<file path="src/design/gph_pkg.sv">
`timescale 1ns / 1ps
// ----------------------------------------------------------------------------
// gph_pkg
// types, link constants and byte decode helpers of the gamepad poll host
// ----------------------------------------------------------------------------
package gph_pkg;

	typedef enum logic [1:0] {
		PH_IDLE = 2'd0,
		PH_LOW  = 2'd1,
		PH_HIGH = 2'd2
	} phase_t;

	localparam logic [7:0] CMD_START    = 8'h01;
	localparam logic [7:0] CMD_POLL     = 8'h42;
	localparam logic [7:0] CMD_IDLE     = 8'hFF;
	localparam logic [7:0] ACK_BYTE     = 8'h5A;
	localparam logic [7:0] ID_DIGITAL   = 8'h41;
	localparam logic [7:0] ID_ANALOG    = 8'h23;
	localparam logic [7:0] ID_ANALOG_R  = 8'h73;
	localparam logic [7:0] ID_GREEN     = 8'h53;
	localparam logic [7:0] ID_MOUSE     = 8'h5A;
	localparam logic [7:0] STICK_CENTER = 8'd127;
	localparam logic [7:0] ID_RESET     = 8'hFF;
	localparam logic [7:0] GREEN_MASK0  = 8'hF8;

	// number of data bytes that follow the header, zero for unknown ids
	function automatic logic [3:0] data_len(input logic [7:0] id);
		logic [3:0] n;
		unique case (id)
			ID_DIGITAL:                      n = 4'd2;
			ID_MOUSE:                        n = 4'd4;
			ID_ANALOG, ID_ANALOG_R, ID_GREEN: n = 4'd6;
			default:                         n = 4'd0;
		endcase
		return n;
	endfunction

	// green mode second button byte remap
	function automatic logic [7:0] green_remap(input logic [7:0] t);
		logic [7:0] v;
		v    = t & 8'h61;
		v[2] = t[1];
		v[7] = t[2];
		v[4] = t[3];
		v[3] = t[4];
		v[1] = t[7];
		return v;
	endfunction

	// mouse buttons land on bits 5 and 6
	function automatic logic [7:0] mouse_remap(input logic [7:0] t);
		logic [7:0] v;
		v    = 8'd0;
		v[5] = t[1];
		v[6] = t[2];
		return v;
	endfunction

endpackage

</file>
<file path="src/design/gamepad_poll_host_unit.sv">
`timescale 1ns / 1ps
// ----------------------------------------------------------------------------
// gamepad_poll_host_unit
// tick driven serial host that polls a game controller and keeps its report
// ----------------------------------------------------------------------------
//
//  channel   handshake                  payload
//  -------   ------------------------   ------------------------------------
//  in        in_valid / in_ready        start_poll, data_line (one tick)
//  out       out_valid / out_ready      pin levels, poll_done, poll_ok,
//                                       device_id, six report bytes
//  cfg       cfg_write_en               cfg_write_data -> half period
//
// one item per clock while results are taken: an item is held in the input
// register, then one pass of the sequencer step updates the state and result
// registers; result valid is set by that step and clears once taken
// a stalled result holds the sequencer; while the result waits, the input
// register takes an item only if empty, and fills at most one item deep
// asynchronous reset puts the host idle with id 255 and centered sticks
//
module gamepad_poll_host_unit (
	input  logic       clk,
	input  logic       arst_n,
	// input item channel
	input  logic       in_valid,
	output logic       in_ready,
	input  logic       start_poll,
	input  logic       data_line,
	// result item channel
	output logic       out_valid,
	input  logic       out_ready,
	output logic       attention_level,
	output logic       clock_level,
	output logic       command_level,
	output logic       poll_done,
	output logic       poll_ok,
	output logic [7:0] device_id,
	output logic [7:0] buttons_first,
	output logic [7:0] buttons_second,
	output logic [7:0] right_x,
	output logic [7:0] right_y,
	output logic [7:0] left_x,
	output logic [7:0] left_y,
	// configuration
	input  logic       cfg_write_en,
	input  logic [7:0] cfg_write_data
);

	// half period register
	logic [7:0] half_q;

	// input register stage
	logic valid_s1;
	logic start_s1;
	logic data_s1;

	// sequencer state, also the result register
	gph_pkg::phase_t phase_q, phase_d;
	logic [3:0] byte_q, byte_d;
	logic [2:0] bit_q, bit_d;
	logic [7:0] wait_q, wait_d;
	logic [7:0] send_q, send_d;
	logic [7:0] recv_q, recv_d;
	logic [7:0] id_q, id_d;
	logic [7:0] report_q [6];
	logic [7:0] report_d [6];
	logic       ok_q, ok_d;
	logic       done_q, done_d;
	logic       out_valid_q;

	// step control
	logic       advance;
	logic [7:0] reload;
	logic [3:0] n_len;
	logic [3:0] d_idx;
	logic [7:0] inv_r;

	// the step runs when an item is held and the result slot is free
	assign advance  = valid_s1 && (!out_valid_q || out_ready);
	assign in_ready = !valid_s1 || advance;

	// a zero half period behaves as one tick
	assign reload = (half_q == 8'd0) ? 8'd0 : half_q - 8'd1;
	assign n_len  = gph_pkg::data_len(id_q);
	assign d_idx  = byte_q - 4'd3;
	assign inv_r  = ~recv_q;

	always_ff @(posedge clk or negedge arst_n) begin
		if (!arst_n) begin
			half_q <= 8'd10;
		end else if (cfg_write_en) begin
			half_q <= cfg_write_data;
		end
	end

	always_ff @(posedge clk or negedge arst_n) begin
		if (!arst_n) begin
			valid_s1 <= 1'b0;
			start_s1 <= 1'b0;
			data_s1  <= 1'b0;
		end else if (in_ready) begin
			valid_s1 <= in_valid;
			start_s1 <= start_poll;
			data_s1  <= data_line;
		end
	end

	// one tick of the pin sequencer
	always_comb begin
		phase_d  = phase_q;
		byte_d   = byte_q;
		bit_d    = bit_q;
		wait_d   = wait_q;
		send_d   = send_q;
		recv_d   = recv_q;
		id_d     = id_q;
		report_d = report_q;
		ok_d     = ok_q;
		done_d   = 1'b0;

		unique case (phase_q)
			gph_pkg::PH_LOW: begin
				if (wait_q != 8'd0) begin
					wait_d = wait_q - 8'd1;
				end else begin
					// end of the low half: sample data, raise clock
					if (data_s1) begin
						recv_d = recv_q | (8'd1 << bit_q);
					end
					phase_d = gph_pkg::PH_HIGH;
					wait_d  = reload;
				end
			end
			gph_pkg::PH_HIGH: begin
				if (wait_q != 8'd0) begin
					wait_d = wait_q - 8'd1;
				end else if (bit_q != 3'd7) begin
					// next bit of the same byte
					bit_d   = bit_q + 3'd1;
					send_d  = send_q >> 1;
					phase_d = gph_pkg::PH_LOW;
					wait_d  = reload;
				end else begin
					// end of byte; default is to start the next byte
					bit_d   = 3'd0;
					recv_d  = 8'd0;
					phase_d = gph_pkg::PH_LOW;
					wait_d  = reload;
					send_d  = gph_pkg::CMD_IDLE;
					byte_d  = byte_q + 4'd1;
					if (byte_q == 4'd0) begin
						send_d = gph_pkg::CMD_POLL;
					end else if (byte_q == 4'd1) begin
						id_d = recv_q;
					end else if (byte_q == 4'd2) begin
						// no acknowledge or unknown id: abort
						if (recv_q != gph_pkg::ACK_BYTE || n_len == 4'd0) begin
							phase_d = gph_pkg::PH_IDLE;
							done_d  = 1'b1;
						end
					end else begin
						// data byte
						if (id_q == gph_pkg::ID_MOUSE) begin
							case (d_idx)
								4'd1: begin
									report_d[0] = 8'd0;
									report_d[1] = gph_pkg::mouse_remap(inv_r);
								end
								4'd2: report_d[2] = recv_q;
								4'd3: report_d[3] = recv_q;
								default: ;
							endcase
						end else begin
							case (d_idx)
								4'd0: report_d[0] = (id_q == gph_pkg::ID_GREEN) ?
									(inv_r & gph_pkg::GREEN_MASK0) : inv_r;
								4'd1: report_d[1] = (id_q == gph_pkg::ID_GREEN) ?
									gph_pkg::green_remap(inv_r) : inv_r;
								4'd2: report_d[2] = recv_q;
								4'd3: report_d[3] = recv_q;
								4'd4: report_d[4] = recv_q;
								4'd5: report_d[5] = recv_q;
								default: ;
							endcase
						end
						// last data byte finishes the poll
						if ((byte_q - 4'd2) >= n_len) begin
							ok_d    = 1'b1;
							phase_d = gph_pkg::PH_IDLE;
							done_d  = 1'b1;
						end
					end
				end
			end
			default: begin
				// idle: a start request opens a poll with the first command bit
				phase_d = gph_pkg::PH_IDLE;
				if (start_s1) begin
					ok_d        = 1'b0;
					report_d[0] = 8'd0;
					report_d[1] = 8'd0;
					report_d[2] = gph_pkg::STICK_CENTER;
					report_d[3] = gph_pkg::STICK_CENTER;
					report_d[4] = gph_pkg::STICK_CENTER;
					report_d[5] = gph_pkg::STICK_CENTER;
					byte_d      = 4'd0;
					send_d      = gph_pkg::CMD_START;
					bit_d       = 3'd0;
					recv_d      = 8'd0;
					phase_d     = gph_pkg::PH_LOW;
					wait_d      = reload;
				end
			end
		endcase
	end

	always_ff @(posedge clk or negedge arst_n) begin
		if (!arst_n) begin
			phase_q     <= gph_pkg::PH_IDLE;
			byte_q      <= 4'd0;
			bit_q       <= 3'd0;
			wait_q      <= 8'd0;
			send_q      <= 8'd0;
			recv_q      <= 8'd0;
			id_q        <= gph_pkg::ID_RESET;
			report_q[0] <= 8'd0;
			report_q[1] <= 8'd0;
			report_q[2] <= gph_pkg::STICK_CENTER;
			report_q[3] <= gph_pkg::STICK_CENTER;
			report_q[4] <= gph_pkg::STICK_CENTER;
			report_q[5] <= gph_pkg::STICK_CENTER;
			ok_q        <= 1'b0;
			done_q      <= 1'b0;
		end else if (advance) begin
			phase_q  <= phase_d;
			byte_q   <= byte_d;
			bit_q    <= bit_d;
			wait_q   <= wait_d;
			send_q   <= send_d;
			recv_q   <= recv_d;
			id_q     <= id_d;
			report_q <= report_d;
			ok_q     <= ok_d;
			done_q   <= done_d;
		end
	end

	// result valid follows the step, cleared once taken
	always_ff @(posedge clk or negedge arst_n) begin
		if (!arst_n) begin
			out_valid_q <= 1'b0;
		end else if (advance) begin
			out_valid_q <= 1'b1;
		end else if (out_ready) begin
			out_valid_q <= 1'b0;
		end
	end

	// result fields come straight from the state after the step
	assign out_valid       = out_valid_q;
	assign attention_level = (phase_q == gph_pkg::PH_IDLE);
	assign clock_level     = (phase_q != gph_pkg::PH_LOW);
	assign command_level   = (phase_q == gph_pkg::PH_IDLE) ? 1'b1 : send_q[0];
	assign poll_done       = done_q;
	assign poll_ok         = ok_q;
	assign device_id       = id_q;
	assign buttons_first   = report_q[0];
	assign buttons_second  = report_q[1];
	assign right_x         = report_q[2];
	assign right_y         = report_q[3];
	assign left_x          = report_q[4];
	assign left_y          = report_q[5];

endmodule

</file>
<file path="config.mk">
export PLATFORM = sky130hd
export DESIGN_NAME = gamepad_poll_host_unit
export DESIGN_NICKNAME = d
export VERILOG_FILES = /design/src/design/gph_pkg.sv /design/src/design/gamepad_poll_host_unit.sv
export SDC_FILE = /design/constraint.sdc
export NUM_CORES = 1
export LEC_CHECK = 0
export BUFFER_PORTS_ARGS = -buffer_cell sky130_fd_sc_hd__clkbuf_2
export CELL_PAD_IN_SITES_DETAIL_PLACEMENT = 0
export CELL_PAD_IN_SITES_GLOBAL_PLACEMENT = 2
export CORE_MARGIN = 4
export CORE_UTILIZATION = 33
export CTS_CLUSTER_DIAMETER = 120
export DETAILED_ROUTE_END_ITERATION = 12
export PLACE_DENSITY_LB_ADDON = 0.1
export RECOVER_POWER = 50
export SYNTH_ARGS = -nofsm -noshare
export SYNTH_HDL_FRONTEND = slang
export SYNTH_SLANG_ARGS = --single-unit
</file>
<file path="constraint.sdc">
create_clock -name clk -period 2.6 [get_ports clk]
set_clock_uncertainty 0.05 [all_clocks]
set_input_delay 0.26 -clock clk [delete_from_list [all_inputs] [get_ports clk]]
set_output_delay 0.26 -clock clk [all_outputs]
set_load 0.005 [all_outputs]
</file>
* Word-level counts from Yosys, hierarchy flattened
Index checks and enable logic that the tools add are counted.
W data, S select, Z words.
** Operators by class
- Add/sub/neg operators :: 6
- Order comparisons :: 1
- Eq/ne operators :: 31
- Shifts and indexed selects :: 1
- Mux-type cells :: 71
- Bitwise logic cells :: 6
- Reductions and logical operators :: 30
** Operator list (count)
- $mux W48 :: 6
- $mux W8 :: 20
- $pmux W48 S2 :: 1
- $eq A8 B7 Y1 const B :: 4
- $mux W16 :: 2
- $mux W32 :: 1
- $pmux W8 S2 :: 2
- $reduce_and A10 Y1 :: 3
- $mux W1 :: 21
- $ne A2 B2 Y1 const B :: 9
- $reduce_and A9 Y1 :: 2
- $sub A8 B1 Y8 const B :: 2
- $eq A4 B2 Y1 const B :: 3
- $logic_not A4 Y1 :: 3
- $mux W2 :: 6
- $mux W3 :: 4
- $mux W4 :: 3
- $reduce_and A6 Y1 :: 2
- $pmux W3 S3 :: 1
- $eq A4 B1 Y1 const B :: 2
- $eq A4 B3 Y1 const B :: 2
- $eq A8 B6 Y1 const B :: 1
- $logic_not A8 Y1 :: 1
- $ne A2 B1 Y1 const B :: 4
- other kinds (31) :: 41
** Word-level totals
- Bits in registers :: 103
- Bits of input ports :: 15
- Output and inout bits :: 63
- Logic and storage cells :: 166

* Depth between registers and ports, before layout
Gate-level depths: netlist of run 1.
- Depth after elaboration :: 12
- Mapped depth :: 10
- Mapped depth without buffers :: 10

* Worst setup path after synthesis of run 1
No wires, ideal clock.
- Kind :: register -> register
- Start :: register byte_q[2]
- End :: register report_q, in the netlist right_y[2]
- Arrival time :: 2.396 ns
- Data required time :: 2.473 ns
- Setup slack :: 0.076 ns
- Cell stages (with the launch flop) :: 10
- Path buffers :: 2
- Period minus slack after synthesis :: 2.524 ns
- Path through :: dfrtp_1 clkbuf_1 inv_1 ha_1 a21bo_2 or2_2 a211oi_2 clkbuf_1 nand3_1 a31oi_1
** Between the ends
- Cells in the longest elaborated chain, start to end :: 10
- Elaborated cells between the ends (all ways) :: 17
- Those cells by class :: add/sub (1); eq/ne (6); mux (8); reduce/logical (2)
** RTL lines
- from (decl) :: line gamepad_poll_host_unit.sv:59 : logic [3:0] byte_q, byte_d;
- from (signal assigned) :: line gamepad_poll_host_unit.sv:236 : byte_q <= byte_d;
- $sub A4 B2 Y4 :: line gamepad_poll_host_unit.sv:85 : assign d_idx = byte_q - 4'd3;
- $eq A4 B2 Y1 :: line gamepad_poll_host_unit.sv:164, gamepad_poll_host_unit.sv:174
- $mux W8
- $mux W32
- $mux W48 (5 in a row)
- $pmux W48 S2
- to (signal assigned) :: line gamepad_poll_host_unit.sv:242 : report_q <= report_d;
- to (decl) :: line gamepad_poll_host_unit.sv:65 : logic [7:0] report_q [6];
Parallel ways exist; a longest one is shown, timed or not. The select of a mux whose other input is x is not followed.
A chain may end at the register's enable or synchronous reset.

* Worst setup path after layout of run 1
- Start :: register wait_q[0]
- End :: register report_q, in the netlist left_y[7]
** Between the ends
- Cells in the longest elaborated chain, start to end :: 3
** RTL lines
- from (decl) :: line gamepad_poll_host_unit.sv:61 : logic [7:0] wait_q, wait_d;
- from (signal assigned) :: line gamepad_poll_host_unit.sv:238 : wait_q <= wait_d;
- $reduce_bool A8 Y1 :: line gamepad_poll_host_unit.sv:135 : if (wait_q != 8'd0) begin
- $ne A2 B2 Y1 (no line)
- $reduce_and A10 Y1 (no line)
Every way passes these cells.

==> flow_metrics.tcl, run 1 <==
set metrics [dict create \
    path_buf_inv 3 \
    power.total_mw 4.65 \
    dominantRegCellSynth "dfrtp_1" \
    die_h_um 141 \
    ys.warnings.count 0 \
    syn_area_per_cell_um2 9.51 \
    max-vdd-ir-drop_mv 0.308 \
    clk_pin_slew_ps 80 \
    cp.arrival_ps 2720 \
    ff2ff_setup_slack_ps 60 \
    synth_area_um2 5810 \
    syn_nets 649 \
    grtUsageTotal_pct 17.9 \
    crit_path_max_incr_delay_ps 450 \
    cts_made_buffers 9 \
    netlist_top_cells_area "dfrtp_1 28%, dfstp_2 17%, ha_1 5.0%" \
    cp_cell_sequence "inv_2 > ha_2 > or4b_4 > or4_4 > buf_8 > o21ai_4 > buf_4 > a21boi_0 > a211o_1" \
    postPlaceCellArea_um2 6800 \
    die-width_um 141 \
    ys_seq_area_share_pct 45.2 \
    avgRoutedWirePerCell_um 18.5 \
    post_route_cells_drive_above_1_share_pct 32.1 \
    synth_seq_cells 103 \
    syn_inst 611 \
    port_buffers 77 \
    io_pins 78 \
    num_antenna_cells 0 \
    final_max_slew_viol_count 0 \
    place_congestion 0.808 \
    cap_violations 0 \
    tritoncts "yes" \
    worstSetupStartpointType "flip-flop" \
    required_ps 2790 \
    synth_cell_types 68 \
    critPathCaptureType "flip-flop" \
    clk_path_buf_depth 2 \
    grt_max_degree 44 \
    via_per_inst 5.25 \
    synth_common_cells "65 x dfrtp_1, 55 x nor2_1, 48 x o21ai_0, 42 x nand2_1, 38 x dfstp_2" \
    grt_pass1_wl_um 28100 \
    hold_class "in2reg" \
    status "finished, final reports clean" \
    first_pass_iters 4 \
    slowest_stage "or4b_4" \
    synth.most_common_cell "dfrtp_1" \
    setup_viol 0 \
    initialDrtViolationCount 294 \
    hpwl_um 12400 \
    grt-ovfl-total 0 \
    finalNetCount 762 \
    synth_top_area_cell "dfrtp_1" \
    num_rows 48 \
    area_growth_syn_to_layout_pct 23.6 \
    fmax_mhz 394 \
    antenna_found_initial 0 \
    relSlewSlack_pct 26.9 \
    numClockSinks 103 \
    power_density_nw_per_um2 647 \
    critPathTopFamily "simple AND/OR/NAND/NOR gates" \
    drc 0 \
    hold_viol_final 0 \
    clock_latency_ps 350 \
    vias 5007 \
    rsz0062_at_grt "yes" \
    wirelength_um 17600 \
    grt_pass1_vias 4967 \
    p_leak_nw 2.99 \
    async_flop_share_pct 100 \
    root_buffer "clkbuf_16" \
    post-route-min-period_ps 2540 \
    ctsHtreeMaxLevel 3 \
    yosysTopAreaCellShare_pct 28.0 \
    ant_nets 0 \
    die_area_um2 19800 \
    start_util_pct 33.6 \
    worstPathMaxFanout 6 \
    core_um2 17300 \
    tightest_slew_ps 1100 \
    final_area_um2 7180 \
    finalCritPeriodShare_pct 97.6 \
    synth_edf_count 0 \
    crit_type "reg2reg" \
]
power by group:
part	switching [mW]	internal, mW	leakage (nW)
Sequential	0.144	1.76	1.25
Combinational	0.782	0.506	1.60
Clock	0.654	0.809	0.150
Total	1.58	3.07	2.99
layout make-up:
cell class                      count  area (µm²)
Fill cell                        1742       10100
Clock buffer                       11         253
Timing Repair Buffer              140         886
Multi-Input combinational cell    440        2960
Clock inverter                      5        65.1
Tap cell                          225         282
Sequential cell                   103        2630
Inverter                           30         113
registers in the layout, summed over array words and instances (netlist names), 2 cells and up:
register        count
buttons_first       8
left_x              8
half_q              8
recv_q              8
phase_q             2
left_y              8
buttons_second      8
right_y             8
device_id           8
bit_q               3
byte_q              4
right_x             8
wait_q              8
send_q              8
layer usage:
metal / wire length, µm / global-route usage [%] / share of wire (%) / vias up
li1: - / - / - / 2440
met1: 8520 / 26.0 / 48 / 2447
met2: 8240 / 28.2 / 47 / 106
met3: 687 / 2.24 / 3.9 / 14
met4: 187 / 5.05 / 1.1 / 0
met5: 0 / 0 / 0 / -
repair_timing:
action                                  in CTS  in global routing
hold buffers                                 1                  0
gates cloned                                 0                  0
resized for setup                            5                 19
endpoints found under the setup margin      12                 59
pin swaps                                    4                  9
buffers inserted                             0                  1
endpoints found under the hold margin       28                  0
cell families (layout without fill, tap and decap cells):
| logic type | count (synthesis) | after routing | share of synthesized area (%) |
|---|---|---|---|
| flip-flops | 103 | 103 | 45.2 |
| buffers and inverters | 68 | 186 | 5.08 |
| XOR/XNOR | 4 | 4 | 0.603 |
| AO/OA/AOI/OAI | 170 | 170 | 19.9 |
| AND/OR/NAND/NOR | 213 | 213 | 18.7 |
| adder cells (fa/ha/maj) | 23 | 23 | 4.95 |
| multiplexers | 30 | 30 | 5.60 |
worst paths after layout:
path	from	end	cells after the start
max	wait_q[0]$_DFFE_PN0P_	left_y[7]$_DFFE_PN0P_	9
min	in_valid	valid_s1$_DFFE_PN0P_	2
max reg2reg	wait_q[0]$_DFFE_PN0P_	left_y[7]$_DFFE_PN0P_	9
min reg2reg	send_q[7]$_DFFE_PN0P_	send_q[7]$_DFFE_PN0P_	2
max in group asynchronous	arst_n	recv_q[1]$_DFFE_PN0P_	3
min in group asynchronous	arst_n	out_valid$_DFFE_PN0P_	2
metrics by stage:
step	std cells	TNS [ps]	util, %	hold WS (ps)	worst slack [ps]
after floorplan	611	0	-	-85.6	76.3
after global placement	936	0	39.3	254	22.7
after detailed placement	936	-97.0	39.3	255	-29.0
after CTS	953	0	41.3	36.5	1.07
after global routing	954	-101	41.5	45.8	-38.1
final	954	0	41.5	46.9	62.1
layout by cell type, fill, tap and decap left out, types with 4 or more instances in the layout:
master      n
a211oi_1    5
a211oi_2    8
a21o_1      5
a21oi_1    30
a22o_1      5
a31oi_1    21
buf_4      56
clkbuf_1   15
clkbuf_16   9
clkbuf_2   62
dfrtp_1    65
dfstp_1     8
dfstp_2    30
ha_1       22
inv_1      28
mux2_2     20
mux2i_1    10
nand2_1    42
nand2b_1   10
nand3_1    30
nand3b_1    5
nor2_1     55
nor2b_1     4
nor3_1     21
nor4_1      8
nor4b_1     4
o21ai_0    45
o22a_2      7
o22ai_1     9
or3_1       4
Power figures use the tool's default switching activity.
==> inputs of run 2 (changes only) <==
--- a/config.mk
+++ b/config.mk
@@ -12,7 +12,7 @@
 export CORE_UTILIZATION = 33
 export CTS_CLUSTER_DIAMETER = 120
 export DETAILED_ROUTE_END_ITERATION = 12
-export PLACE_DENSITY_LB_ADDON = 0.1
+export PLACE_DENSITY = 0.76
 export RECOVER_POWER = 50
 export SYNTH_ARGS = -nofsm -noshare
 export SYNTH_HDL_FRONTEND = slang
==> run 2 against run 1 <==
  * The run now ends with max-capacitance violations, max-slew violations left
  * Utilization grew 0.058 points
  * Fmax is essentially flat
  * Highest routed layer unchanged
  * Flip-flop and latch count is the same
  * Routed wire length shrank 4.3%
  * Register-to-register slack is essentially flat
  * First-iteration DRC count grew 0.34%
  * Clock power shrank 3%
  * Sequential share of layout area shrank 0.051 points
==> flow_metrics.tcl, run 2 (synthesized netlist as in run 1, its figures left out) <==
set metrics [dict create \
    post_route_cells_drive_above_1_share_pct 29.0 \
    wirelength_um 16900 \
    hpwl_um 12100 \
    crit_type "reg2reg" \
    via_per_inst 5.29 \
    cp.depth 9 \
    worstHoldEndpoint "valid_s1$_DFFE_PN0P_" \
    ant_nets 0 \
    reg2reg_from "wait_q[0]$_DFFE_PN0P_" \
    grtUsageTotal_pct 17.3 \
    port_buffers 77 \
    setup_viol 0 \
    finalCritPeriodShare_pct 97.6 \
    ctsHtreeMaxLevel 3 \
    p_leak_nw 2.99 \
    switchingPower_mw 1.53 \
    critPathTopFamily "simple AND/OR/NAND/NOR gates" \
    root_buffer "clkbuf_16" \
    hold_depth 2 \
    clk_path_buf_depth 2 \
    grt_max_degree 57 \
    worstSetupStartpointType "flip-flop" \
    die_area_um2 19800 \
    place_congestion 0.873 \
    post-route-min-period_ps 2540 \
    final_max_slew_viol_count 55 \
    tns_ps 0 \
    critPathCaptureType "flip-flop" \
    p_comb_share_pct 28.0 \
    start_util_pct 33.6 \
    initialDrtViolationCount 295 \
    power_frac_clock_pct 30.8 \
    clk_pin_slew_ps 80 \
    grt_pass1_wl_um 27300 \
    clock_latency_ps 350 \
    hold_class "in2reg" \
    num_antenna_cells 0 \
    crit_path_max_incr_delay_ps 460 \
    cp.arrival_ps 2780 \
    swShare_pct 33.3 \
    violations "max-capacitance violations, max-slew violations" \
    cap_violations 1 \
    finalNetCount 765 \
    grt_pass1_vias 4886 \
    io_pins 78 \
    power_density_nw_per_um2 639 \
    area_growth_syn_to_layout_pct 23.8 \
    antenna_found_initial 0 \
    min_from "in_valid" \
    relSlewSlack_pct -0.176 \
    place_inst 936 \
    drc 0 \
    fmax_mhz 394 \
    grt-ovfl-total 0 \
    layout_common_cells "65 x dfrtp_1, 64 x clkbuf_2, 59 x buf_4" \
    avgRoutedWirePerCell_um 17.6 \
    p_seq_share_pct 41.2 \
    die-width_um 141 \
    p_int_mw 3.06 \
    worstPathMaxFanout 8 \
    r2r_end "left_y[7]$_DFFE_PN0P_" \
    num_rows 48 \
    first_pass_iters 5 \
    core_um2 17300 \
    required_ps 2850 \
    slowest_stage "or4b_4" \
    tightest_slew_ps 1500 \
    reg2reg_depth 9 \
    numClockSinks 103 \
    vias 5067 \
    cp_cell_sequence "inv_2 > ha_4 > or4b_4 > or4_4 > buf_8 > o21ai_4 > and3_4 > buf_12 > a211o_1" \
    path_buf_inv 3 \
    ff2ff_setup_slack_ps 60 \
    cts_made_buffers 9 \
    final_common_cell "dfrtp_1" \
    die_h_um 141 \
    tritoncts "yes" \
    fin_cells 957 \
    hold_viol_final 0 \
    max-vdd-ir-drop_mv 0.366 \
    status "finished, violations left" \
]
## run 2: layout make-up
class,count,area (µm²)
fill,1753,10100
clock buffer,11,243
tap,225,282
inverter,30,113
clock inverter,5,63.8
sequential,103,2630
multi-input combinational,440,2970
timing repair buffer,143,903
## run 2: power groups by stage
stage / clock network (mW) / logic [mW] / registers, mW
CTS: 1.47 / 1.24 / 1.90
global placement: 0 / 1.22 / 1.92
global route: 1.53 / 1.42 / 1.92
finish: 1.41 / 1.29 / 1.90
detailed placement: 0 / 1.23 / 1.92
floorplan: 0 / 0.714 / 1.89
## run 2: worst max-delay path by stage
| stage | from | end |
|---|---|---|
| after floorplan | byte_q[2]$_DFFE_PN0P_ | right_y[2]$_DFFE_PN1P_ |
| after global placement | wait_q[0]$_DFFE_PN0P_ | left_x[7]$_DFFE_PN0P_ |
| after detailed placement | wait_q[0]$_DFFE_PN0P_ | left_x[7]$_DFFE_PN0P_ |
| after CTS | wait_q[0]$_DFFE_PN0P_ | left_y[2]$_DFFE_PN1P_ |
| after global routing | wait_q[0]$_DFFE_PN0P_ | left_y[5]$_DFFE_PN1P_ |
| final | wait_q[0]$_DFFE_PN0P_ | left_y[7]$_DFFE_PN0P_ |
## run 2: what timing repair did
action	4_1_cts	5_1_grt
endpoints found under the hold margin	37	0
gates resized for setup	3	21
setup buffers	0	4
pin swaps	1	12
endpoints found under the setup margin	22	51
hold buffers	1	0
## run 2: metrics by stage
stage | total power [mW] | hold WS [ps] | utilization [%] | worst slack, ps | cell area, µm²
floorplan | 2.60 | -85.6 | - | 76.3 | 5810
global placement | 3.14 | 337 | 39.3 | -4.34 | 6790
detailed placement | 3.15 | 347 | 39.3 | -51.4 | 6790
CTS | 4.60 | 33.2 | 41.1 | -4.03 | 7110
global route | 4.87 | 42.2 | 41.6 | -22.1 | 7190
finish | 4.60 | 42.7 | 41.6 | 63.6 | 7190
## run 2: per-layer routing
layer	wire (µm)	global-route usage, %
met1	8190	25.1
met2	7870	27.0
met3	610	2.24
met4	217	4.79
met5	0	0
==> inputs of run 3 (changes only) <==
==> constraint.sdc (replaced) <==
create_clock -name clk -period 2.6 [get_ports clk]
set_clock_uncertainty 0.05 [all_clocks]
set_input_delay 0.26 -clock clk [delete_from_list [all_inputs] [get_ports clk]]
set_output_delay 0.26 -clock clk [all_outputs]
set_load 0.1 [all_outputs]
==> run 3 against run 2 <==
  * Routed wire length hardly changed
  * Largest power group unchanged
  * The flow now finishes without violations
  * Sequential power hardly changed
  * Fmax is 2.2% lower
  * Flip-flop and latch count stayed put
  * Critical path depth stayed put
  * First-iteration DRC count is 0.34% higher
==> flow_metrics.tcl, run 3 (synthesized netlist as in run 1, its figures left out) <==
set metrics [dict create \
    cap_violations 0 \
    post-place-ws_ps -47.3 \
    max-vdd-ir-drop_mv 0.417 \
    cts_made_buffers 9 \
    area_growth_syn_to_layout_pct 23.3 \
    grt_pass1_vias 4953 \
    tightest_slew_ps 1410 \
    fmax_mhz 385 \
    drc 0 \
    die_area_um2 19800 \
    finalNetCount 761 \
    cp.arrival_ps 2830 \
    final_max_slew_viol_count 0 \
    finalCritPeriodShare_pct 99.8 \
    die_h_um 141 \
    worstSetupStartpointType "flip-flop" \
    grt_max_degree 53 \
    first_pass_iters 5 \
    layout_common_cells "72 x clkbuf_2, 65 x dfrtp_1, 56 x buf_4" \
    status "finished, final reports clean" \
    grtUsageTotal_pct 17.1 \
    num_rows 48 \
    hold_viol_final 0 \
    relSlewSlack_pct 5.87 \
    antenna_found_initial 0 \
    fin_ws_ps 5.44 \
    post_route_cells_drive_above_1_share_pct 34.5 \
    tritoncts "yes" \
    root_buffer "clkbuf_16" \
    initialDrtViolationCount 296 \
    via_per_inst 5.23 \
    power.total_mw 4.86 \
    core_um2 17300 \
    hpwl_um 11900 \
    numClockSinks 103 \
    ant_nets 0 \
    clk_path_buf_depth 2 \
    clock_latency_ps 360 \
    power_density_nw_per_um2 678 \
    final_area_um2 7170 \
    vias 4980 \
    ctsHtreeMaxLevel 3 \
    io_pins 78 \
    place_congestion 0.835 \
    rsz0062_at_grt "yes" \
    clk_pin_slew_ps 70 \
    post-route-min-period_ps 2590 \
    crit_type "reg2reg" \
    grt_pass1_wl_um 27100 \
    hold_class "in2reg" \
    required_ps 2840 \
    postLayoutCoreUtil_pct 41.4 \
    worstPathMaxFanout 8 \
    p_leak_nw 3.03 \
    start_util_pct 33.6 \
    avgRoutedWirePerCell_um 17.7 \
    die-width_um 141 \
    critPathCaptureType "flip-flop" \
    tns_ps 0 \
    postPlaceCellArea_um2 6780 \
    wirelength_um 16900 \
    grt-ovfl-total 0 \
    final_common_cell "clkbuf_2" \
    num_antenna_cells 0 \
    port_buffers 77 \
    setup_viol 0 \
]
run 3: changes by cell type in the layout (fill, tap and decap cells not counted), moves of 2 or more:
cell,before,now
dfstp_1,31,0
dfstp_2,7,36
clkbuf_1,14,5
clkbuf_2,64,72
buf_4,59,56
dfstp_4,0,2
run 3: worst max-delay path, stage by stage (launching register included):
cell	delay, ps
dfrtp_1	390
inv_2	90
ha_4	140
or4b_4	460
or4_4	580
buf_4	180
nor2_4	90
nand4_2	110
buf_6	170
mux2_2	270
run 3: worst paths after layout:
path / depth (start not counted) / start / slack (ps) / end
min in group asynchronous: 2 / arst_n / 710 / recv_q[7]$_DFFE_PN0P_
setup reg to reg: 9 / wait_q[1]$_DFFE_PN0P_ / 5 / device_id[4]$_DFFE_PN1P_
hold / removal: 2 / in_valid / 40 / valid_s1$_DFFE_PN0P_
hold reg to reg: 2 / send_q[7]$_DFFE_PN0P_ / 420 / send_q[7]$_DFFE_PN0P_
setup / recovery: 9 / wait_q[1]$_DFFE_PN0P_ / 5 / device_id[4]$_DFFE_PN1P_
max in group asynchronous: 3 / arst_n / 510 / left_x[4]$_DFFE_PN1P_
run 3: power breakdown:
group	total [mW]	leakage, nW	switching [mW]	internal (mW)
combinational	1.57	1.63	1.05	0.528
sequential	1.93	1.26	0.177	1.76
clock	1.35	0.145	0.661	0.692
run 3: cell type report:
class | instances | area, µm²
inverters | 30 | 116
multi-input cells | 440 | 2970
fillers | 1729 | 10100
clock buffers | 10 | 239
well taps | 225 | 282
repair buffers | 139 | 880
flip-flops and latches | 103 | 2630
clock inverters | 6 | 51.3
run 3: stage by stage:
| step | hold WS [ps] | instances |
|---|---|---|
| 6_report | 42.1 | 953 |
| 3_5_place_dp | 140 | 932 |
| 3_3_place_gp | 139 | 932 |
| 2_1_floorplan | -85.6 | 611 |
| 4_1_cts | 36.9 | 949 |
| 5_1_grt | 47.1 | 953 |
run 3: metal layers:
layer / vias up / global-route usage, % / share of wire, %
met2: 97 / 27.3 / 46
met3: 13 / 2.78 / 4.2
li1: 2434 / - / -
met4: 0 / 5.30 / 1.3
met1: 2436 / 23.9 / 49
met5: - / 0 / 0
run 3: timing repair:
| item | in CTS | in global routing |
|---|---|---|
| hold buffers | 1 | 0 |
| buffers inserted | 0 | 5 |
| pin swaps | 1 | 7 |
| setup endpoints to repair | 28 | 51 |
| resized for setup | 5 | 15 |
| endpoints found under the hold margin | 8 | 0 |
